`config.mk`:
```
export PLATFORM = sky130hd
export DESIGN_NAME = row_trace_peak_finder_flat
export DESIGN_NICKNAME = d
export VERILOG_FILES = /design/src/rtl/rtpf_pkg.sv /design/src/rtl/rtpf_if.sv /design/src/rtl/row_trace_peak_finder.sv /design/src/rtl/rtpf_tracker.sv /design/src/rtl/rtpf_out_queue.sv /design/src/flat_wrapper.sv
export SDC_FILE = /design/constraint.sdc
export NUM_CORES = 1
export LEC_CHECK = 0
export BUFFER_PORTS_ARGS = -buffer_cell sky130_fd_sc_hd__buf_2
export CAP_MARGIN = 5
export CORE_MARGIN = 5
export CORE_UTILIZATION = 65
export DETAILED_ROUTE_END_ITERATION = 16
export GPL_TIMING_DRIVEN = 0
export MAX_ROUTING_LAYER = met4
export PLACE_DENSITY_LB_ADDON = 0.3
export SLEW_MARGIN = 40
export SYNTH_ARGS = -nofsm -noshare
export SYNTH_HDL_FRONTEND = slang
export SYNTH_SLANG_ARGS = --single-unit
```
`constraint.sdc`:
```
create_clock -name clock -period 20.1 [get_ports clock]
set_input_delay 4.02 -clock clock [delete_from_list [all_inputs] [get_ports clock]]
set_output_delay 4.02 -clock clock [all_outputs]
set_load 0.02 [all_outputs]
```
`src/rtl/rtpf_pkg.sv`:
```
// rtpf_pkg: shared types and constants of the row trace peak finder
// used by the interfaces, the tracker, the result queue and the top level
`timescale 1ns / 1ps
`default_nettype none

package rtpf_pkg;

   localparam int VALUE_W   = 32;
   localparam int MASK_W    = 32;
   localparam int SPAN_W    = 12;
   localparam int ROW_IDX_W = 13;
   localparam int CSR_IDX_W = 1;

   localparam logic [CSR_IDX_W-1:0] CSR_THRESHOLD    = 1'd0;
   localparam logic [CSR_IDX_W-1:0] CSR_BAD_BIT_MASK = 1'd1;

   localparam int QUEUE_DEPTH = 4;
   localparam int QPTR_W      = 2;
   localparam int QCNT_W      = 3;

   typedef enum logic [1:0] {
      MODE_IDLE    = 2'd0,
      MODE_RISING  = 2'd1,
      MODE_FALLING = 2'd2
   } mode_type;

   typedef struct packed {
      logic [ROW_IDX_W-1:0] row_index;
      logic [SPAN_W-1:0]    span_start;
      logic [SPAN_W-1:0]    peak_column;
      logic [SPAN_W-1:0]    span_end;
      logic                 last_of_run;
   } result_type;

   typedef struct packed {
      logic       first_valid;
      logic       second_valid;
      result_type first;
      result_type second;
   } push_type;

endpackage

`default_nettype wire

```
`src/rtl/rtpf_if.sv`:
```
// rtpf_req_if / rtpf_rsp_if: valid-ready channels for pixel items and span items
// depends on rtpf_pkg
`timescale 1ns / 1ps
`default_nettype none

interface rtpf_req_if
   import rtpf_pkg::*;
   ();
   logic                      valid;
   logic                      ready;
   logic signed [VALUE_W-1:0] pixel_value;
   logic [MASK_W-1:0]         pixel_mask;
   logic                      row_end;
   logic                      frame_start;

   modport source (output valid, pixel_value, pixel_mask, row_end, frame_start,
                   input ready);
   modport sink   (input valid, pixel_value, pixel_mask, row_end, frame_start,
                   output ready);
endinterface

interface rtpf_rsp_if
   import rtpf_pkg::*;
   ();
   logic                 valid;
   logic                 ready;
   logic [ROW_IDX_W-1:0] row_index;
   logic [SPAN_W-1:0]    span_start;
   logic [SPAN_W-1:0]    peak_column;
   logic [SPAN_W-1:0]    span_end;
   logic                 last_of_run;

   modport source (output valid, row_index, span_start, peak_column, span_end,
                   last_of_run, input ready);
   modport sink   (input valid, row_index, span_start, peak_column, span_end,
                   last_of_run, output ready);
endinterface

`default_nettype wire

```
`src/rtl/row_trace_peak_finder.sv`:
```
// row_trace_peak_finder: top level, threshold segmentation of image rows into spans
// depends on rtpf_pkg, rtpf_if, rtpf_tracker and rtpf_out_queue
//
//   channel  direction  carries
//   req_ch   in         pixel_value, pixel_mask, row_end, frame_start
//   rsp_ch   out        row_index, span_start, peak_column, span_end, last_of_run
//   csr_*    in         write of threshold (index 0) or bad_bit_mask (index 1)
//
// one pixel a cycle unless stalled; a pixel's items pass the input register and queue
// a pixel that ends a row can give two items, which drain one a cycle from the queue while rsp_ch is ready
// pixels stall while the four-entry span queue has fewer than two free entries
// synchronous reset clears the mode, counters and queue; no clearing pass
`timescale 1ns / 1ps
`default_nettype none

module row_trace_peak_finder
   import rtpf_pkg::*;
#(
   parameter int MAX_COLUMNS = 4096,
   parameter int MAX_ROWS    = 8192
) (
   input  wire logic                 clock,
   input  wire logic                 reset,
   rtpf_req_if.sink                  req_ch,
   rtpf_rsp_if.source                rsp_ch,
   input  wire logic                 csr_wr_en,
   input  wire logic [CSR_IDX_W-1:0] csr_index,
   input  wire logic [VALUE_W-1:0]   csr_wr_data
);

   push_type push;
   logic     space_ok;

   rtpf_tracker #(
      .MAX_COLUMNS(MAX_COLUMNS),
      .MAX_ROWS   (MAX_ROWS)
   ) u_tracker (
      .clock      (clock),
      .reset      (reset),
      .req        (req_ch),
      .csr_wr_en  (csr_wr_en),
      .csr_index  (csr_index),
      .csr_wr_data(csr_wr_data),
      .space_ok   (space_ok),
      .push       (push)
   );

   rtpf_out_queue u_out_queue (
      .clock   (clock),
      .reset   (reset),
      .push    (push),
      .space_ok(space_ok),
      .rsp     (rsp_ch)
   );

endmodule

`default_nettype wire

```
`src/rtl/rtpf_tracker.sv`:
```
// rtpf_tracker: input register, config registers and the row tracking mode logic
// produces up to two span items per pixel; depends on rtpf_pkg and rtpf_req_if
`timescale 1ns / 1ps
`default_nettype none

module rtpf_tracker
   import rtpf_pkg::*;
#(
   parameter int MAX_COLUMNS = 4096,
   parameter int MAX_ROWS    = 8192
) (
   input  wire logic                 clock,
   input  wire logic                 reset,
   rtpf_req_if.sink                  req,
   input  wire logic                 csr_wr_en,
   input  wire logic [CSR_IDX_W-1:0] csr_index,
   input  wire logic [VALUE_W-1:0]   csr_wr_data,
   input  wire logic                 space_ok,
   output push_type                  push
);

   localparam int COL_W  = $clog2(MAX_COLUMNS);
   localparam int ROW_W  = (MAX_ROWS > 1) ? $clog2(MAX_ROWS) : 1;
   localparam int COL_XW = (COL_W > SPAN_W) ? COL_W : SPAN_W;
   localparam int ROW_XW = (ROW_W > ROW_IDX_W) ? ROW_W : ROW_IDX_W;
   localparam logic [COL_W-1:0] COL_MAX = COL_W'(MAX_COLUMNS - 1);
   localparam logic [ROW_W-1:0] ROW_MAX = ROW_W'(MAX_ROWS - 1);

   function automatic logic [SPAN_W-1:0] to_span(input logic [COL_W-1:0] v);
      logic [COL_XW-1:0] w;
      w = COL_XW'(v);
      return w[SPAN_W-1:0];
   endfunction

   function automatic logic [ROW_IDX_W-1:0] to_row(input logic [ROW_W-1:0] v);
      logic [ROW_XW-1:0] w;
      w = ROW_XW'(v);
      return w[ROW_IDX_W-1:0];
   endfunction

   // config registers
   logic signed [VALUE_W-1:0] threshold_ff;
   logic [MASK_W-1:0]         bad_mask_ff;

   // input register
   logic                      in_v_ff;
   logic signed [VALUE_W-1:0] in_value_ff;
   logic [MASK_W-1:0]         in_mask_ff;
   logic                      in_row_end_ff;
   logic                      in_frame_start_ff;

   // tracking state
   mode_type                  mode_ff, mode_in;
   logic [COL_W-1:0]          open_start_ff, open_start_in;
   logic [COL_W-1:0]          open_peak_ff, open_peak_in;
   logic signed [VALUE_W-1:0] prev_value_ff, prev_value_in;
   logic [COL_W-1:0]          prev_col_ff, prev_col_in;
   logic [COL_W-1:0]          col_ff, col_in;
   logic [ROW_W-1:0]          row_ff, row_in;

   logic                      take;
   mode_type                  eff_mode, mid_mode;
   logic signed [VALUE_W-1:0] eff_prev_value;
   logic [COL_W-1:0]          eff_prev_col, x;
   logic [ROW_W-1:0]          eff_row;
   logic [COL_W-1:0]          mid_start, mid_peak;
   logic                      good, above, higher, lower;
   logic                      ea_v, eb_v;
   result_type                ea, eb;

   assign take      = in_v_ff && space_ok;
   assign req.ready = !in_v_ff || take;

   always_ff @(posedge clock) begin
      if (reset) begin
         threshold_ff <= '0;
         bad_mask_ff  <= '0;
      end else if (csr_wr_en) begin
         unique case (csr_index)
            CSR_THRESHOLD:    threshold_ff <= csr_wr_data;
            CSR_BAD_BIT_MASK: bad_mask_ff  <= csr_wr_data;
            default: ;
         endcase
      end
   end

   always_ff @(posedge clock) begin
      if (reset) begin
         in_v_ff <= 1'b0;
      end else if (req.ready) begin
         in_v_ff <= req.valid;
      end
   end

   always_ff @(posedge clock) begin
      if (req.valid && req.ready) begin
         in_value_ff       <= req.pixel_value;
         in_mask_ff        <= req.pixel_mask;
         in_row_end_ff     <= req.row_end;
         in_frame_start_ff <= req.frame_start;
      end
   end

   // frame start clears the row state before the pixel is looked at
   always_comb begin
      eff_mode       = in_frame_start_ff ? MODE_IDLE : mode_ff;
      eff_prev_value = in_frame_start_ff ? '0 : prev_value_ff;
      eff_prev_col   = in_frame_start_ff ? '0 : prev_col_ff;
      x              = in_frame_start_ff ? '0 : col_ff;
      eff_row        = in_frame_start_ff ? '0 : row_ff;
      good           = (in_mask_ff & bad_mask_ff) == '0;
      above          = in_value_ff > threshold_ff;
      higher         = in_value_ff > eff_prev_value;
      lower          = in_value_ff < eff_prev_value;
   end

   // next state
   always_comb begin
      mid_mode  = eff_mode;
      mid_start = open_start_ff;
      mid_peak  = open_peak_ff;
      if (good) begin
         unique case (eff_mode)
            MODE_RISING: begin
               if (!above) begin
                  mid_mode = MODE_IDLE;
               end else if (lower) begin
                  mid_mode = MODE_FALLING;
                  mid_peak = eff_prev_col;
               end
            end
            MODE_FALLING: begin
               if (!above) begin
                  mid_mode = MODE_IDLE;
               end else if (higher) begin
                  mid_mode  = MODE_RISING;
                  mid_start = x;
               end
            end
            default: begin
               mid_mode = MODE_IDLE;
               if (above) begin
                  mid_mode  = MODE_RISING;
                  mid_start = x;
               end
            end
         endcase
      end

      open_start_in = mid_start;
      open_peak_in  = mid_peak;
      if (in_row_end_ff) begin
         mode_in       = MODE_IDLE;
         prev_value_in = '0;
         prev_col_in   = '0;
         col_in        = '0;
         row_in        = (eff_row != ROW_MAX) ? eff_row + 1'b1 : eff_row;
      end else begin
         mode_in       = mid_mode;
         prev_value_in = good ? in_value_ff : eff_prev_value;
         prev_col_in   = good ? x : eff_prev_col;
         col_in        = (x != COL_MAX) ? x + 1'b1 : x;
         row_in        = eff_row;
      end
   end

   // span items
   always_comb begin
      ea_v           = 1'b0;
      ea.row_index   = to_row(eff_row);
      ea.span_start  = to_span(open_start_ff);
      ea.peak_column = to_span(open_peak_ff);
      ea.span_end    = to_span(eff_prev_col);
      ea.last_of_run = 1'b0;
      if (good) begin
         unique case (eff_mode)
            MODE_RISING: begin
               if (!above) begin
                  ea_v           = 1'b1;
                  ea.peak_column = to_span(eff_prev_col);
               end
            end
            MODE_FALLING: begin
               ea_v = !above || higher;
            end
            default: ;
         endcase
      end

      eb_v           = 1'b0;
      eb.row_index   = to_row(eff_row);
      eb.span_start  = to_span(mid_start);
      eb.peak_column = to_span(mid_peak);
      eb.span_end    = to_span(x);
      eb.last_of_run = 1'b1;
      if (in_row_end_ff) begin
         unique case (mid_mode)
            MODE_RISING: begin
               eb_v           = 1'b1;
               eb.peak_column = to_span(x);
            end
            MODE_FALLING: eb_v = 1'b1;
            default: ;
         endcase
      end
      ea.last_of_run = !eb_v;

      push.first_valid  = take && (ea_v || eb_v);
      push.second_valid = take && ea_v && eb_v;
      push.first        = ea_v ? ea : eb;
      push.second       = eb;
   end

   always_ff @(posedge clock) begin
      if (reset) begin
         mode_ff       <= MODE_IDLE;
         open_start_ff <= '0;
         open_peak_ff  <= '0;
         prev_value_ff <= '0;
         prev_col_ff   <= '0;
         col_ff        <= '0;
         row_ff        <= '0;
      end else if (take) begin
         mode_ff       <= mode_in;
         open_start_ff <= open_start_in;
         open_peak_ff  <= open_peak_in;
         prev_value_ff <= prev_value_in;
         prev_col_ff   <= prev_col_in;
         col_ff        <= col_in;
         row_ff        <= row_in;
      end
   end

   a_row_end_clears: assert property (@(posedge clock) disable iff (reset)
      take && in_row_end_ff |=> col_ff == '0 && mode_ff == MODE_IDLE)
      else $error("row end did not clear the column state");

   a_frame_start_row: assert property (@(posedge clock) disable iff (reset)
      take && in_frame_start_ff && !in_row_end_ff |=> row_ff == '0)
      else $error("frame start did not clear the row count");

   a_second_needs_row_end: assert property (@(posedge clock) disable iff (reset)
      push.second_valid |-> in_row_end_ff && push.first_valid)
      else $error("second item without a row end flush");

endmodule

`default_nettype wire

```
`src/rtl/rtpf_out_queue.sv`:
```
// rtpf_out_queue: four-entry queue of span items in front of the result channel
// takes up to two items per cycle; depends on rtpf_pkg and rtpf_rsp_if
`timescale 1ns / 1ps
`default_nettype none

module rtpf_out_queue
   import rtpf_pkg::*;
(
   input  wire logic clock,
   input  wire logic reset,
   input  push_type  push,
   output logic      space_ok,
   rtpf_rsp_if.source rsp
);

   result_type        mem [QUEUE_DEPTH];
   logic [QPTR_W-1:0] wr_ptr_ff, wr_ptr_in;
   logic [QPTR_W-1:0] rd_ptr_ff, rd_ptr_in;
   logic [QCNT_W-1:0] count_ff, count_in;
   logic              pop;
   logic [1:0]        n_push;
   result_type        head;

   assign head            = mem[rd_ptr_ff];
   assign rsp.valid       = count_ff != '0;
   assign rsp.row_index   = head.row_index;
   assign rsp.span_start  = head.span_start;
   assign rsp.peak_column = head.peak_column;
   assign rsp.span_end    = head.span_end;
   assign rsp.last_of_run = head.last_of_run;

   assign pop      = rsp.valid && rsp.ready;
   assign space_ok = count_ff <= QCNT_W'(QUEUE_DEPTH - 2);
   assign n_push   = {1'b0, push.first_valid} + {1'b0, push.second_valid};

   always_comb begin
      wr_ptr_in = wr_ptr_ff + QPTR_W'(n_push);
      rd_ptr_in = rd_ptr_ff + QPTR_W'(pop);
      count_in  = count_ff + QCNT_W'(n_push) - QCNT_W'(pop);
   end

   always_ff @(posedge clock) begin
      if (push.first_valid) begin
         mem[wr_ptr_ff] <= push.first;
      end
      if (push.second_valid) begin
         mem[wr_ptr_ff + 1'b1] <= push.second;
      end
   end

   always_ff @(posedge clock) begin
      if (reset) begin
         wr_ptr_ff <= '0;
         rd_ptr_ff <= '0;
         count_ff  <= '0;
      end else begin
         wr_ptr_ff <= wr_ptr_in;
         rd_ptr_ff <= rd_ptr_in;
         count_ff  <= count_in;
      end
   end

   a_no_overflow: assert property (@(posedge clock) disable iff (reset)
      count_ff <= QCNT_W'(QUEUE_DEPTH))
      else $error("span queue overfilled");

   a_push_has_room: assert property (@(posedge clock) disable iff (reset)
      push.first_valid |-> space_ok)
      else $error("item pushed without room");

   a_ptr_gap: assert property (@(posedge clock) disable iff (reset)
      QPTR_W'(wr_ptr_ff - rd_ptr_ff) == count_ff[QPTR_W-1:0])
      else $error("queue pointers disagree with fill count");

endmodule

`default_nettype wire
```
`src/flat_wrapper.sv`:
```
// flat-port wrapper written by rule: the top's interface ports become plain ports
module row_trace_peak_finder_flat import rtpf_pkg::*;
#(
   parameter int MAX_COLUMNS = 4096,
   parameter int MAX_ROWS    = 8192
)
  (clock, reset, csr_wr_en, csr_index, csr_wr_data, req_ch_valid, req_ch_pixel_value, req_ch_pixel_mask, req_ch_row_end, req_ch_frame_start, req_ch_ready, rsp_ch_valid, rsp_ch_row_index, rsp_ch_span_start, rsp_ch_peak_column, rsp_ch_span_end, rsp_ch_last_of_run, rsp_ch_ready);
  rtpf_req_if req_ch_i ();
  rtpf_rsp_if rsp_ch_i ();
  input  wire logic clock;
  input  wire logic reset;
  input  wire logic csr_wr_en;
  input  wire logic [CSR_IDX_W-1:0] csr_index;
  input  wire logic [VALUE_W-1:0] csr_wr_data;
  input wire logic [$bits(req_ch_i.valid)-1:0] req_ch_valid;
  input wire logic [$bits(req_ch_i.pixel_value)-1:0] req_ch_pixel_value;
  input wire logic [$bits(req_ch_i.pixel_mask)-1:0] req_ch_pixel_mask;
  input wire logic [$bits(req_ch_i.row_end)-1:0] req_ch_row_end;
  input wire logic [$bits(req_ch_i.frame_start)-1:0] req_ch_frame_start;
  output wire logic [$bits(req_ch_i.ready)-1:0] req_ch_ready;
  output wire logic [$bits(rsp_ch_i.valid)-1:0] rsp_ch_valid;
  output wire logic [$bits(rsp_ch_i.row_index)-1:0] rsp_ch_row_index;
  output wire logic [$bits(rsp_ch_i.span_start)-1:0] rsp_ch_span_start;
  output wire logic [$bits(rsp_ch_i.peak_column)-1:0] rsp_ch_peak_column;
  output wire logic [$bits(rsp_ch_i.span_end)-1:0] rsp_ch_span_end;
  output wire logic [$bits(rsp_ch_i.last_of_run)-1:0] rsp_ch_last_of_run;
  input wire logic [$bits(rsp_ch_i.ready)-1:0] rsp_ch_ready;
  assign req_ch_i.valid = req_ch_valid;
  assign req_ch_i.pixel_value = req_ch_pixel_value;
  assign req_ch_i.pixel_mask = req_ch_pixel_mask;
  assign req_ch_i.row_end = req_ch_row_end;
  assign req_ch_i.frame_start = req_ch_frame_start;
  assign req_ch_ready = req_ch_i.ready;
  assign rsp_ch_valid = rsp_ch_i.valid;
  assign rsp_ch_row_index = rsp_ch_i.row_index;
  assign rsp_ch_span_start = rsp_ch_i.span_start;
  assign rsp_ch_peak_column = rsp_ch_i.peak_column;
  assign rsp_ch_span_end = rsp_ch_i.span_end;
  assign rsp_ch_last_of_run = rsp_ch_i.last_of_run;
  assign rsp_ch_i.ready = rsp_ch_ready;
  row_trace_peak_finder #(.MAX_COLUMNS(MAX_COLUMNS), .MAX_ROWS(MAX_ROWS)) u_core (.clock(clock), .reset(reset), .req_ch(req_ch_i), .rsp_ch(rsp_ch_i), .csr_wr_en(csr_wr_en), .csr_index(csr_index), .csr_wr_data(csr_wr_data));
endmodule
```
# Yosys cells after proc, flatten, opt, wreduce, memory -nomap -nowiden
# Memory sizes are Yosys's and may differ from the RTL's. A register that Yosys moved wholly into a read port is not among the register bits.
# Cells that the tools add are included.
[totals]
register_bits = 233
ramBits = 200
input_bits = 104
out_inout_bits = 52
word_cells = 101
n_memories = 1
[op_classes]
n_addsub = 8
order_cmp = 4
n_eq_ne = 6
mux = 46
bitwise_logic = 2
reduce_logical = 17
[memory_table]
columns = ["memory", "words", "word_bits", "rd", "rd_clocked_by_memory_dff", "wr", "line_no", "text"]
rows = [
  ["u_core.u_out_queue.mem", 4, 50, 1, 1, 2, "rtpf_out_queue.sv:16", "result_type mem [QUEUE_DEPTH];"],
]
[ops]
columns = ["op", "count"]
rows = [
  ["2-to-1 mux 12 bit", 19],
  ["2-to-1 mux 32 bit", 3],
  ["greater-than comparator 32 bit", 2],
  ["2-to-1 mux 13 bit", 3],
  ["2-to-1 mux 37 bit", 1],
  ["bitwise AND 32 bit", 1],
  ["logical NOT 32 bit", 1],
  ["less-than comparator 32 bit", 1],
  ["one-hot mux 12 bit (2 select lines)", 1],
  ["2-to-1 mux 2 bit", 8],
  ["adder 13 x 1 -> 13 bit (second input constant)", 1],
  ["!= test 13 bit (second input constant)", 1],
  ["adder 12 x 1 -> 12 bit (second input constant)", 1],
  ["!= test 12 bit (second input constant)", 1],
  ["2-to-1 mux 1 bit", 9],
  ["logical AND 1 bit", 6],
  ["equality test 2 x 1 -> 1 bit (second input constant)", 2],
  ["equality test 2 bit (second input constant)", 2],
  ["one-hot mux 2 bit (2 select lines)", 1],
  ["AND reduction 2 bit", 2],
  ["adder 3 x 2 -> 3 bit", 1],
  ["<= comparator 3 x 2 -> 1 bit (second input constant)", 1],
  ["logical NOT 1 bit", 3],
  ["logical OR 1 bit", 3],
  ["9 further kinds", 9],
]

# Logic depth before layout (Yosys ltp)
# Gate-level depths: netlist of run 1.
[logic_depth]
depth_word = 15
ltp_mapped = 28
mapped_depth_nobuf = 23

# By module
# From an unflattened synthesis of run 1, not the netlist that was laid out.
[unflattened]
cells_unflattened = 1799
hier_area_um2 = 21386.8
[by_module_without_submodules]
columns = ["module", "instances", "cells_each", "area_per_inst_um2", "seq_area_each_um2"]
rows = [
  ["rtpf_tracker", 1, 1272, 11394.7, 5185.0],
  ["rtpf_out_queue", 1, 527, 9992.1, 6145.9],
]

# Least setup slack after synthesis of run 1
# Ideal clock, no wire load.
[synth_path]
path_type = "register -> register"
start = "register u_core.u_tracker.in_frame_start_ff"
end = "memory u_core.u_out_queue.mem[0][10] (netlist bit), enable pin"
setup_ns = 0.456
arrival_time_ns = 6.544
required_time_ns = 19.644
path_slack_ns = 13.101
stages_incl_launch_ff = 22
path_buffers = 5
synth_period_minus_slack_ns = 6.999
cell_sequence = "edfxtp_1 clkbuf_1 clkbuf_1 buf_1 clkbuf_1 nand2b_1 ha_1 a41oi_1 o21ai_0 a221o_1 o31a_1 a21o_1 a311oi_1 nor2_1 o21ai_0 inv_1 ha_1 nor2_1 o2111ai_1 a2bb2oi_1 buf_2 nor2_1"
[synth_lines]
columns = ["element", "line_no", "text"]
rows = [
  ["start: declaration", "rtpf_tracker.sv:50", "logic in_frame_start_ff;"],
  ["start signal: assignment", "rtpf_tracker.sv:100", "in_frame_start_ff <= req.frame_start;"],
  ["end: declaration", "rtpf_out_queue.sv:16", ""],
]

# Final worst setup path of run 1
[layout_path]
start = "register u_core.u_tracker.in_frame_start_ff"
end = "register u_core.u_out_queue.count_ff[1]"
[layout_via]
elab_chain_len = 15
word_cells_on_any_way = 27
classes_between = "3 x add/sub; 2 x order compare; 4 x eq/ne; 12 x mux; 6 x reduce/logical"
[layout_lines]
columns = ["element", "line_no", "text"]
rows = [
  ["2-to-1 mux 32 bit", "rtpf_tracker.sv:107", "eff_prev_value = in_frame_start_ff ? '0 : prev_value_ff;"],
  ["greater-than comparator 32 bit / less-than comparator 32 bit (equally long branches)", "rtpf_tracker.sv:113, rtpf_tracker.sv:114", ""],
  ["2-to-1 mux 2 bit, on equally long branches", "rtpf_tracker.sv:135, rtpf_tracker.sv:127", ""],
  ["2-to-1 mux 2 bit, on equally long branches", "rtpf_tracker.sv:133, rtpf_tracker.sv:125", ""],
  ["one-hot mux 2 bit (2 select lines)", "rtpf_tracker.sv:123", "unique case (eff_mode)"],
  ["2-to-1 mux 2 bit", "rtpf_tracker.sv:122", "if (good) begin"],
  ["equality test 2 x 1 -> 1 bit / equality test 2 bit (equally long branches)", "rtpf_tracker.sv:197", "unique case (mid_mode)"],
  ["OR reduction 2 bit (no source line)", "--", ""],
  ["2-to-1 mux 1 bit", "rtpf_tracker.sv:197", ""],
  ["2-to-1 mux 1 bit", "rtpf_tracker.sv:196", "if (in_row_end_ff) begin"],
  ["logical OR 1 bit", "rtpf_tracker.sv:208", "push.first_valid = take && (ea_v || eb_v);"],
  ["logical AND 1 bit", "rtpf_tracker.sv:208", ""],
  ["adder 1 x 1 -> 2 bit (*)", "rtpf_out_queue.sv:34", "assign n_push = {1'b0, push.first_valid} + {1'b0, push.second_valid};"],
  ["adder 3 x 2 -> 3 bit (*)", "rtpf_out_queue.sv:39", "count_in = count_ff + QCNT_W'(n_push) - QCNT_W'(pop);"],
  ["subtractor 3 x 1 -> 3 bit (*)", "rtpf_out_queue.sv:39", ""],
  ["named net u_core.u_out_queue.count_in[1]", "rtpf_out_queue.sv:19", "logic [QCNT_W-1:0] count_ff, count_in;"],
  ["end signal: assignment", "rtpf_out_queue.sv:59", "count_ff <= count_in;"],
  ["end: declaration", "rtpf_out_queue.sv:19", ""],
]
# The timed path passes the listed nets; every way through them passes the cells marked *.
# A chain may end at the register's enable or synchronous reset.

==> out/summary.txt, run 1 <==
Root Driver = clkbuf_16
Synth top area share = 0.376
Overall Power = 2.21 mW
Max Slew Vio Count = 0
clock slew at reported path FFs = 60 ps
Slew headroom = 0.390
Max-cap violations = 0
CTS buffer count = 44
Post-synth EDFFs = 262
post-synthesis xor/xnor area fraction = 0.00670
DP HPWL = 43.8 mm
Initial DRC Count = 2136
syn nets = 2071
Simple-Gate Fraction of Synth Area = 0.140
NumNets Final = 2280
Pwr Density = 92.7 nW/µm²
vias per cell = 6.67
Synth async-reset ratio = 0
Setup-failing EPs final = 0
Die Y = 189 µm
Compound-Gate Fraction of Synth Area = 0.160
Die W = 189 µm
Starting Density = 0.661
fmax = 122 MHz
global-route wire length before repair = 93.2 mm
status = finished clean
register bit total from synthesis = 433
Final ANT Viol Nets = 0
Resized Gates After CTS = 0
CP startpoint kind = register
CTS H-Tree Depth = 2
setup_tns = 0 ps
Slew @ Worst Pin = 913 ps
RSZ-0062 raised after global routing = no
core area = 31600 µm²
Peak VDD IR = 0.0000782 V
Sequential Power Share = 0.450
RD Place Congestion = 0.983
Int Pwr = 1.60 mW
Req. time, crit path = 20500 ps
gr ovfl total = 0
clk buf depth = 3
Clock Latency Late Sink = 550 ps
DR WL/cell = 23.6 µm
Comb pwr share = 0.182
mux share of post-synthesis cell area = 0.0669
main area contributors after synthesis = edfxtp_1 (38%), dfxtp_1 (16%), mux4_2 (5.4%)
Psw = 0.610 mW
fraction of layout cells with a size suffix above 1 = 0.183
cts hold-fix bufs = 0
initial antenna violation count = 3
vias post-DR = 16.9k
WP data arrival = 8600 ps
post-synthesis cell type count = 84
site row count = 65
hold crit path type = reg -> reg
Total Routed Length = 59.9 mm
CTS tree = done
largest net degree at the start of global routing = 38
crit path max fanout = 10
area leader, netlist = edfxtp_1
Clock Skews = 18.6 ps
net switching fraction of the power = 0.275
critical path class = reg -> reg
Detailed Routing Iterations Pass 1 = 5
input/output buffers = 154
LEAKAGE = 7.92 nW
final hold violation count = 0
CP endpoint kind = register
Clock Sinks = 433
Post-synth top flop = edfxtp_1
mapped cell area = 20900 µm²
sequential area share after synthesis = 0.540
Tcrit/Tclk final = 0.408
Tmin final = 8200 ps
I/O pin cnt = 156
Mapped Cells = 1891
syn_area_per_cell = 11.1 µm²
Warnings, synthesis = 0
Post-CTS Setup Bufs = 0
residual DRC count = 0
total track usage = 0.340
Post-Synth Adder-Cell Area = 0.0458
die footprint = 35900 µm²
vias in the first global route = 17.0k
P&R area growth vs syn = 14.1%
Clk pwr share = 0.368
largest family of logic cells by synthesized area = compound AO/OA/AOI/OAI gates
==> worst paths after layout <==
check / start / to / slack [ps] / cells after the start
worst max-delay path: u_core.u_tracker.in_frame_start_ff$_DFFE_PP_ / u_core.u_out_queue.count_ff[1]$_SDFF_PP0_ / 11900 / 27
worst min-delay path: u_core.u_tracker.threshold_ff[10]$_SDFFE_PP0P_ / u_core.u_tracker.threshold_ff[10]$_SDFFE_PP0P_ / 450 / 2
worst max register to register: u_core.u_tracker.in_frame_start_ff$_DFFE_PP_ / u_core.u_out_queue.count_ff[1]$_SDFF_PP0_ / 11900 / 27
worst min register to register: u_core.u_tracker.threshold_ff[10]$_SDFFE_PP0P_ / u_core.u_tracker.threshold_ff[10]$_SDFFE_PP0P_ / 450 / 2
==> power groups by stage <==
stage                     Clock (mW)  Sequential (mW)  Combinational, mW
after floorplan                    0             1.01              0.276
after global placement             0             1.01              0.384
after detailed placement           0             1.01              0.399
after CTS                      0.812            0.995              0.402
after global routing           0.857            0.998              0.433
final                          0.814            0.996              0.404
==> through the flow <==
step | hold WS, ps | instances | util | cell area [µm²] | setup WS [ps]
after floorplan | 420 | 1891 | - | 20900 | 13100
after global placement | 442 | 2447 | 0.701 | 22200 | 9880
after detailed placement | 447 | 2456 | 0.709 | 22400 | 12280
after CTS | 455 | 2534 | 0.753 | 23800 | 12180
after global routing | 474 | 2537 | 0.754 | 23900 | 11540
final | 455 | 2537 | 0.754 | 23900 | 11900
==> synthesized netlist by cell type, types with 43 or more instances <==
library cell and n:
nor2_1 164, dfxtp_1 171, inv_1 62, mux4_2 50, nor3_1 43, o22ai_1 109, a22oi_1 62, ha_1 75
a21oi_1 144, edfxtp_1 262, nand2_1 219, clkbuf_1 89, nand2b_1 76
==> sequential cells by signal (all words and copies together), names as in the netlist <==
| register | count |
|---|---|
| u_core.u_out_queue.wr_ptr_ff | 2 |
| u_core.u_tracker.in_value_ff | 32 |
| u_core.u_tracker.prev_value_ff | 32 |
| u_core.u_out_queue.mem | 200 |
| u_core.u_out_queue.count_ff | 3 |
| u_core.u_tracker.mode_ff | 2 |
| u_core.u_tracker.in_v_ff | 1 |
| u_core.u_tracker.in_row_end_ff | 1 |
| u_core.u_tracker.col_ff | 12 |
| u_core.u_tracker.threshold_ff | 32 |
| u_core.u_tracker.open_start_ff | 12 |
| u_core.u_tracker.in_mask_ff | 32 |
| u_core.u_tracker.prev_col_ff | 12 |
| u_core.u_out_queue.rd_ptr_ff | 2 |
| u_core.u_tracker.row_ff | 13 |
| u_core.u_tracker.in_frame_start_ff | 1 |
| u_core.u_tracker.open_peak_ff | 12 |
| u_core.u_tracker.bad_mask_ff | 32 |
==> worst max-delay path: stages, from the launching register on <==
cell	delay, ps
edfxtp_1	530
clkbuf_1	420
clkbuf_1	500
buf_1	490
clkbuf_1	360
nand2b_1	160
ha_1	250
a41oi_1	190
o21ai_0	190
a221o_1	320
o31a_1	310
a21o_1	210
a311oi_1	280
nor2_1	60
o21ai_0	220
inv_1	80
ha_1	310
nor2_1	500
nand2_1	520
clkbuf_1	440
nor2_1	350
ha_1	310
inv_1	70
ha_1	220
inv_1	60
ha_1	140
fa_1	410
nor2b_1	150
==> logic make-up after synthesis <==
| group | count (synthesis) |
|---|---|
| AO/OA/AOI/OAI | 477 |
| XOR/XNOR | 16 |
| adder cells (fa/ha/maj) | 76 |
| buffers and inverters | 189 |
| flip-flops | 433 |
| multiplexers | 72 |
| AND/OR/NAND/NOR | 628 |
==> final cells by class <==
class / instances / area [µm²]
diodes: 3 / 7.51
plain buffers: 127 / 612
clock buffers: 62 / 1240
clock inverters: 16 / 176
fillers: 2081 / 7770
inverters: 62 / 238
multi-input cells: 1269 / 8850
flip-flops and latches: 433 / 11300
well taps: 402 / 503
repair buffers: 163 / 946
==> metal layers <==
metal | part of all wire | vias up | global-route usage
met5 | 0 | - | -
met4 | 0.050 | 0 | 0.147
met3 | 0.10 | 234 | 0.0601
met2 | 0.48 | 1180 | 0.553
met1 | 0.37 | 8014 | 0.424
li1 | - | 7506 | -
==> cells in the final DEF, fill, tap and decap left out, types with 34 or more instances in the layout <==
master       n
edfxtp_1   262
buf_2      176
ha_1        75
o22ai_1    109
nor2_1     162
nor3_1      41
clkbuf_1    97
mux4_2      50
o21ai_0     34
nand2b_1    76
a21oi_1    144
inv_1       60
nand2_1    219
a22oi_1     62
clkbuf_16   45
dfxtp_1    171
(Power assumes the default switching activity.)
==> run 2: changes to the inputs <==
Settings changed: CORE_UTILIZATION 65 to 61.
Clock period 20.1 ns to 8 ns, I/O delays scaled along.
==> run 2 against run 1 <==
Effect of this change:
- clock power grew 140%
- power increased by 150%
- final area rose by 0.13%
- maximum frequency rose by 8.1%
- non-clock buffer count fell by 1
- global-route usage decreased by 1.6 points
- flip-flop and latch count did not move
- highest routed layer unchanged
- setup slack got worse by 11000 ps
- combinational power up 150%
- largest power group unchanged
==> out/summary.txt, run 2 (same netlist as run 1, synthesis figures left out) <==
Clock Skews = 15.5 ps (was 18.6 ps)
Psw = 1.54 mW (was 0.610 mW)
RD Place Congestion = 1.01 (was 0.983)
CP endpoint kind = register (unchanged)
DP HPWL = 45.3 mm (was 43.8 mm)
Die Y = 195 µm (was 189 µm)
I/O pin cnt = 156 (unchanged)
Tmin final = 7580 ps (was 8200 ps)
DR WL/cell = 24.0 µm (was 23.6 µm)
worst hold start = u_core.u_tracker.threshold_ff[8]$_SDFFE_PP0P_ (was u_core.u_tracker.threshold_ff[10]$_SDFFE_PP0P_)
Clock Sinks = 433 (unchanged)
fraction of layout cells with a size suffix above 1 = 0.186 (was 0.183)
commonest non-fill, non-tap cell in the layout = edfxtp_1 (unchanged)
Pwr Density = 230 nW/µm² (was 92.7 nW/µm²)
vias post-DR = 16.8k (was 16.9k)
Starting Density = 0.621 (was 0.661)
CTS tree = done (unchanged)
CTS H-Tree Depth = 2 (unchanged)
flop-to-flop setup slack = 420 ps (was 11900 ps)
status = finished clean (unchanged)
Die W = 195 µm (was 189 µm)
critical path class = reg -> reg (unchanged)
Comb pwr share = 0.182 (about the same)
initial antenna violation count = 3 (unchanged)
final hold violation count = 0 (unchanged)
Max Slew Vio Count = 0 (unchanged)
LEAKAGE = 7.98 nW (was 7.92 nW)
clk buf depth = 3 (unchanged)
worst reg2reg path startpoint = u_core.u_tracker.in_frame_start_ff$_DFFE_PP_ (unchanged)
Tcrit/Tclk final = 0.948 (was 0.408)
gr ovfl total = 0 (unchanged)
Setup-failing EPs final = 0 (unchanged)
Max-cap violations = 0 (unchanged)
max FFs per register = 200 (unchanged)
WP data arrival = 7990 ps (was 8600 ps)
Final ANT Viol Nets = 0 (unchanged)
Detailed Routing Iterations Pass 1 = 6 (was 5)
Root Driver = clkbuf_16 (unchanged)
largest net degree at the start of global routing = 45 (was 38)
clock slew at reported path FFs = 70 ps (was 60 ps)
Overall Power = 5.49 mW (was 2.21 mW)
Worst Setup SP = u_core.u_tracker.in_frame_start_ff$_DFFE_PP_ (unchanged)
hold crit path type = reg -> reg (unchanged)
Clk pwr share = 0.362 (was 0.368)
Initial DRC Count = 1844 (was 2136)
vias per cell = 6.51 (was 6.67)
commonest cells after routing, fill and taps aside = edfxtp_1 (262), nand2_1 (218), buf_2 (176) (was edfxtp_1 (262), nand2_1 (219), buf_2 (176))
vias in the first global route = 16.7k (was 17.0k)
fmax = 132 MHz (was 122 MHz)
Slew headroom = 0.384 (was 0.390)
Clock Latency Late Sink = 540 ps (was 550 ps)
die footprint = 38100 µm² (was 35900 µm²)
core area = 33700 µm² (was 31600 µm²)
Slew @ Worst Pin = 924 ps (was 913 ps)
Sequential Power Share = 0.456 (was 0.450)
setup_tns = 0 ps (unchanged)
site row count = 67 (was 65)
residual DRC count = 0 (unchanged)
CTS buffer count = 43 (was 44)
CP startpoint kind = register (unchanged)
global-route wire length before repair = 94.8 mm (was 93.2 mm)
input/output buffers = 154 (unchanged)
Int Pwr = 3.94 mW (was 1.60 mW)
largest register by flop count = u_core.u_out_queue.mem (unchanged)
Req. time, crit path = 8410 ps (was 20500 ps)
Hold Slack = 453 ps (was 455 ps)
NumNets Final = 2278 (was 2280)
crit path max fanout = 10 (unchanged)
P&R area growth vs syn = 14.2% (was 14.1%)
net switching fraction of the power = 0.282 (was 0.275)
Total Routed Length = 61.9 mm (was 59.9 mm)
RSZ-0062 raised after global routing = no (unchanged)
total track usage = 0.325 (was 0.340)
Peak VDD IR = 0.000211 V (was 0.0000782 V)
## run 2: changes by cell type in the layout (fill, tap and decap cells not counted)
cell        previous run  this run
clkbuf_1              97        94
clkinvlp_4             0         1
nand2_2                4         5
nand2_1              219       218
clkinv_2               5         7
buf_8                  4         2
bufinv_16              4         2
clkbuf_8               5         4
nor2b_2                2         5
nor2b_1               24        21
buf_1                  2         1
clkinv_1               6         7
buf_16                 2         4
clkbuf_2               4         5
## run 2: repair_timing
item | 4_1_cts | 5_1_grt
gates cloned | 0 | 0
gates resized for setup | 1 | 1
setup buffers | 0 | 0
pin swaps | 0 | 0
setup endpoints to repair | 1 | 3
hold buffers | 0 | 0
## run 2: through the flow
step / utilization / setup WS [ps] / instances / area, µm²
finish: 0.709 / 420 / 2581 / 23900
global route: 0.709 / 73.6 / 2581 / 23900
CTS: 0.709 / 144 / 2579 / 23900
detailed placement: 0.668 / 29.9 / 2502 / 22500
global placement: 0.660 / -2220 / 2493 / 22200
floorplan: - / 1000 / 1891 / 20900
## run 2: cell type report
class,instances,area (µm²)
sequential,433,11300
fill,2451,9810
multi-input combinational,1269,8860
clock buffer,59,1220
timing repair buffer,163,971
buffer,126,609
tap,448,561
inverter,62,238
clock inverter,18,138
antenna,3,7.51
## run 2: critical path, cell delays in order (launching register included)
cell	delay [ps]
edfxtp_1	570
clkbuf_1	470
clkbuf_1	600
clkbuf_1	430
nand2b_1	170
ha_1	250
a21oi_1	160
nand2_1	70
a221o_1	340
o31a_1	320
a21o_1	220
a311oi_1	280
nor2_1	70
o21ai_0	230
inv_1	70
ha_1	320
nor2_1	500
nand2_2	350
clkbuf_1	420
nor2_1	230
ha_1	190
inv_1	50
ha_1	270
inv_1	40
ha_1	180
fa_1	380
xnor2_1	180
nor2_1	60
## run 2: per-layer routing
| layer | vias to the layer above | wire length (µm) | global-route usage |
|---|---|---|---|
| li1 | 7483 | - | - |
| met1 | 8031 | 23000 | 0.397 |
| met2 | 1087 | 30100 | 0.538 |
| met3 | 212 | 5800 | 0.0582 |
| met4 | 0 | 3040 | 0.133 |
| met5 | - | 0 | - |
## run 2: final timing paths
check,endpoint,cells after the start
worst min register to register,u_core.u_tracker.threshold_ff[8]$_SDFFE_PP0P_,2
worst max-delay path,u_core.u_out_queue.count_ff[2]$_SDFF_PP0_,27
worst min-delay path,u_core.u_tracker.threshold_ff[8]$_SDFFE_PP0P_,2
worst max register to register,u_core.u_out_queue.count_ff[2]$_SDFF_PP0_,27
## run 2: power by group through the flow
| stage | combinational (mW) | clock (mW) | sequential, mW |
|---|---|---|---|
| floorplan | 0.677 | 0 | 2.53 |
| global placement | 0.949 | 0 | 2.55 |
| detailed placement | 0.990 | 0 | 2.55 |
| CTS | 0.997 | 1.99 | 2.50 |
| global route | 1.07 | 2.08 | 2.51 |
| finish | 1.00 | 1.98 | 2.50 |
==> run 3: changes to the inputs <==
Settings changed: CELL_PAD_IN_SITES_DETAIL_PLACEMENT set to 0, CELL_PAD_IN_SITES_GLOBAL_PLACEMENT set to 2, CORE_UTILIZATION 61 to 41.
==> run 3 against run 2 <==
Effect of this change:
- sequential power is essentially flat
- combinational power is essentially flat
- critical path depth grew 1
- critical endpoint unchanged
==> out/summary.txt, run 3 (same netlist as run 1, synthesis figures left out) <==
commonest non-fill, non-tap cell in the layout = edfxtp_1 (unchanged)
r2r endpoint = u_core.u_out_queue.count_ff[2]$_SDFF_PP0_ (unchanged)
reg2reg path depth = 28 (was 27)
vias in the first global route = 15.9k (was 16.7k)
CTS H-Tree Depth = 2 (unchanged)
Crit-path slowest cell = edfxtp_1 (was clkbuf_1)
Worst Setup SP = u_core.u_tracker.in_frame_start_ff$_DFFE_PP_ (unchanged)
Worst setup endpoint = u_core.u_out_queue.count_ff[2]$_SDFF_PP0_ (unchanged)
Clock Sinks = 433 (unchanged)
I/O pin cnt = 156 (unchanged)
Die W = 236 µm (was 195 µm)
Clock Skews = 17.6 ps (was 15.5 ps)
Root Driver = clkbuf_16 (unchanged)
input/output buffers = 154 (unchanged)
LEAKAGE = 8.08 nW (was 7.98 nW)
Req. time, crit path = 8450 ps (was 8410 ps)
status = finished clean (unchanged)
cts hold-fix bufs = 0 (unchanged)
NumNets Final = 2283 (was 2278)
Psw = 1.61 mW (was 1.54 mW)
Starting Density = 0.416 (was 0.621)
Initial DRC Count = 1158 (was 1844)
final hold violation count = 0 (unchanged)
gr ovfl total = 0 (unchanged)
Clk pwr share = 0.388 (was 0.362)
RD Place Congestion = 0.931 (was 1.01)
Sequential Power Share = 0.437 (was 0.456)
Pwr Density = 235 nW/µm² (was 230 nW/µm²)
Setup-failing EPs final = 0 (unchanged)
Max Slew Vio Count = 0 (unchanged)
Overall Power = 5.71 mW (was 5.49 mW)
flop-to-flop setup slack = 430 ps (was 420 ps)
Max-cap violations = 0 (unchanged)
core area = 50300 µm² (was 33700 µm²)
worst hold start = u_core.u_tracker.threshold_ff[18]$_SDFFE_PP0P_ (was u_core.u_tracker.threshold_ff[8]$_SDFFE_PP0P_)
P&R area growth vs syn = 16.4% (was 14.2%)
Slew headroom = 0.402 (was 0.384)
largest register by flop count = u_core.u_out_queue.mem (unchanged)
Die Y = 236 µm (was 195 µm)
Clock Latency Late Sink = 590 ps (was 540 ps)
clock slew at reported path FFs = 60 ps (was 70 ps)
filler cell count = 4683 (was 2451)
residual DRC count = 0 (unchanged)
Final ANT Viol Nets = 0 (unchanged)
die footprint = 55600 µm² (was 38100 µm²)
Detailed Routing Iterations Pass 1 = 6 (unchanged)
# placed instances = 2725 (was 2502)
DP HPWL = 47.5 mm (was 45.3 mm)
CTS tree = done (unchanged)
CP startpoint kind = register (unchanged)
site row count = 82 (was 67)
global-route wire length before repair = 96.1 mm (was 94.8 mm)
worst reg2reg path startpoint = u_core.u_tracker.in_frame_start_ff$_DFFE_PP_ (unchanged)
DR WL/cell = 22.8 µm (was 24.0 µm)
Peak VDD IR = 0.000142 V (was 0.000211 V)
Int Pwr = 4.11 mW (was 3.94 mW)
RSZ-0062 raised after global routing = no (unchanged)
Non-Filler Instances = 2816 (was 2581)
clk buf depth = 3 (unchanged)
total track usage = 0.230 (was 0.325)
vias post-DR = 16.1k (was 16.8k)
vias per cell = 5.71 (was 6.51)
Total Routed Length = 64.3 mm (was 61.9 mm)
commonest cells after routing, fill and taps aside = edfxtp_1 (262), nand2_1 (218), buf_2 (176) (unchanged)
fmax = 132 MHz (about the same)
CP endpoint kind = register (unchanged)
Post-CTS Setup Bufs = 0 (unchanged)
max FFs per register = 200 (unchanged)
Tmin final = 7570 ps (was 7580 ps)
initial antenna violation count = 3 (unchanged)
crit-path most repeated cell = ha_1 (unchanged)
largest net degree at the start of global routing = 36 (was 45)
net switching fraction of the power = 0.281 (was 0.282)
WP data arrival = 8010 ps (was 7990 ps)
delay of the slowest cell on the worst path = 530 ps (was 600 ps)
fraction of layout cells with a size suffix above 1 = 0.193 (was 0.186)
crit path max fanout = 10 (unchanged)
Tcrit/Tclk final = 0.946 (was 0.948)
CTS buffer count = 48 (was 43)
hold crit path type = reg -> reg (unchanged)
critical path class = reg -> reg (unchanged)
Slew @ Worst Pin = 895 ps (was 924 ps)
Comb pwr share = 0.175 (was 0.182)
-- run 3: cell types whose count changed in the layout (fill, tap and decap cells not counted), moves of 2 or more --
| cell | previous run | this run |
|---|---|---|
| clkinv_2 | 7 | 12 |
| clkbuf_16 | 45 | 49 |
| clkbuf_1 | 94 | 91 |
| buf_16 | 4 | 2 |
| bufinv_16 | 2 | 4 |
| clkbuf_2 | 5 | 7 |
| inv_6 | 0 | 2 |
-- run 3: worst min-delay path by stage --
stage / endpoint / slack, ps / depth (start not counted)
after floorplan: u_core.u_out_queue.mem[1][0]$_SDFFE_PP1P_ / 420 / 2
after global placement: u_core.u_out_queue.mem[3][0]$_SDFFE_PP1N_ / 440 / 2
after detailed placement: u_core.u_out_queue.mem[3][0]$_SDFFE_PP1N_ / 440 / 2
after CTS: u_core.u_out_queue.mem[3][0]$_SDFFE_PP1N_ / 450 / 2
after global routing: u_core.u_out_queue.mem[3][0]$_SDFFE_PP1N_ / 460 / 2
final: u_core.u_tracker.threshold_ff[18]$_SDFFE_PP0P_ / 450 / 2
-- run 3: final cells by class --
type | count | area [µm²] | area share
inverter | 62 | 238 | 0.00976
sequential | 433 | 11300 | 0.464
timing repair buffer | 162 | 931 | 0.0382
tap | 672 | 841 | 0.0345
buffer | 127 | 616 | 0.0253
clock buffer | 62 | 1330 | 0.0544
clock inverter | 26 | 235 | 0.00966
multi-input combinational | 1269 | 8870 | 0.364
antenna | 3 | 7.51 | 0.000308
-- run 3: worst max-delay path: cells and delay by family, from the launching register on --
kind                       cells  cell delay, ps
xor gates and xnor gates       1             170
buffers and inverters          8            2140
and+or+nand+nor                6            1170
AOI/OAI and AO/OA              7            1810
adders and majority gates      6            1610
DFF                            1             530
-- run 3: layer usage --
metal  global-route usage  vias up  part of all wire
met1                0.292     7804              0.42
met2                0.369      617              0.47
li1                     -     7503                 -
met4               0.0864        0             0.041
met5                    -        -                 0
met3               0.0440      158             0.068
-- run 3: power by group through the flow --
stage	Sequential (mW)	Combinational (mW)	Clock, mW
CTS	2.50	1.01	2.26
global route	2.51	1.08	2.34
floorplan	2.53	0.677	0
detailed placement	2.55	1.01	0
finish	2.50	0.998	2.22
global placement	2.55	0.982	0
-- run 3: per-stage QoR --
step	instance area, µm²	hold WS, ps	TNS, ps	utilization	worst slack, ps
floorplan	20900	420	0	-	1000
global placement	22500	440	-300880	0.448	-2480
detailed placement	22800	440	-549	0.453	-283
CTS	24300	449	0	0.484	72.9
global route	24300	461	0	0.484	56.3
finish	24300	453	0	0.484	432
-- run 3: timing repair --
item	4_1_cts	5_1_grt
endpoints found under the setup margin	2	3
resized for setup	2	2
endpoints found under the hold margin	0	0
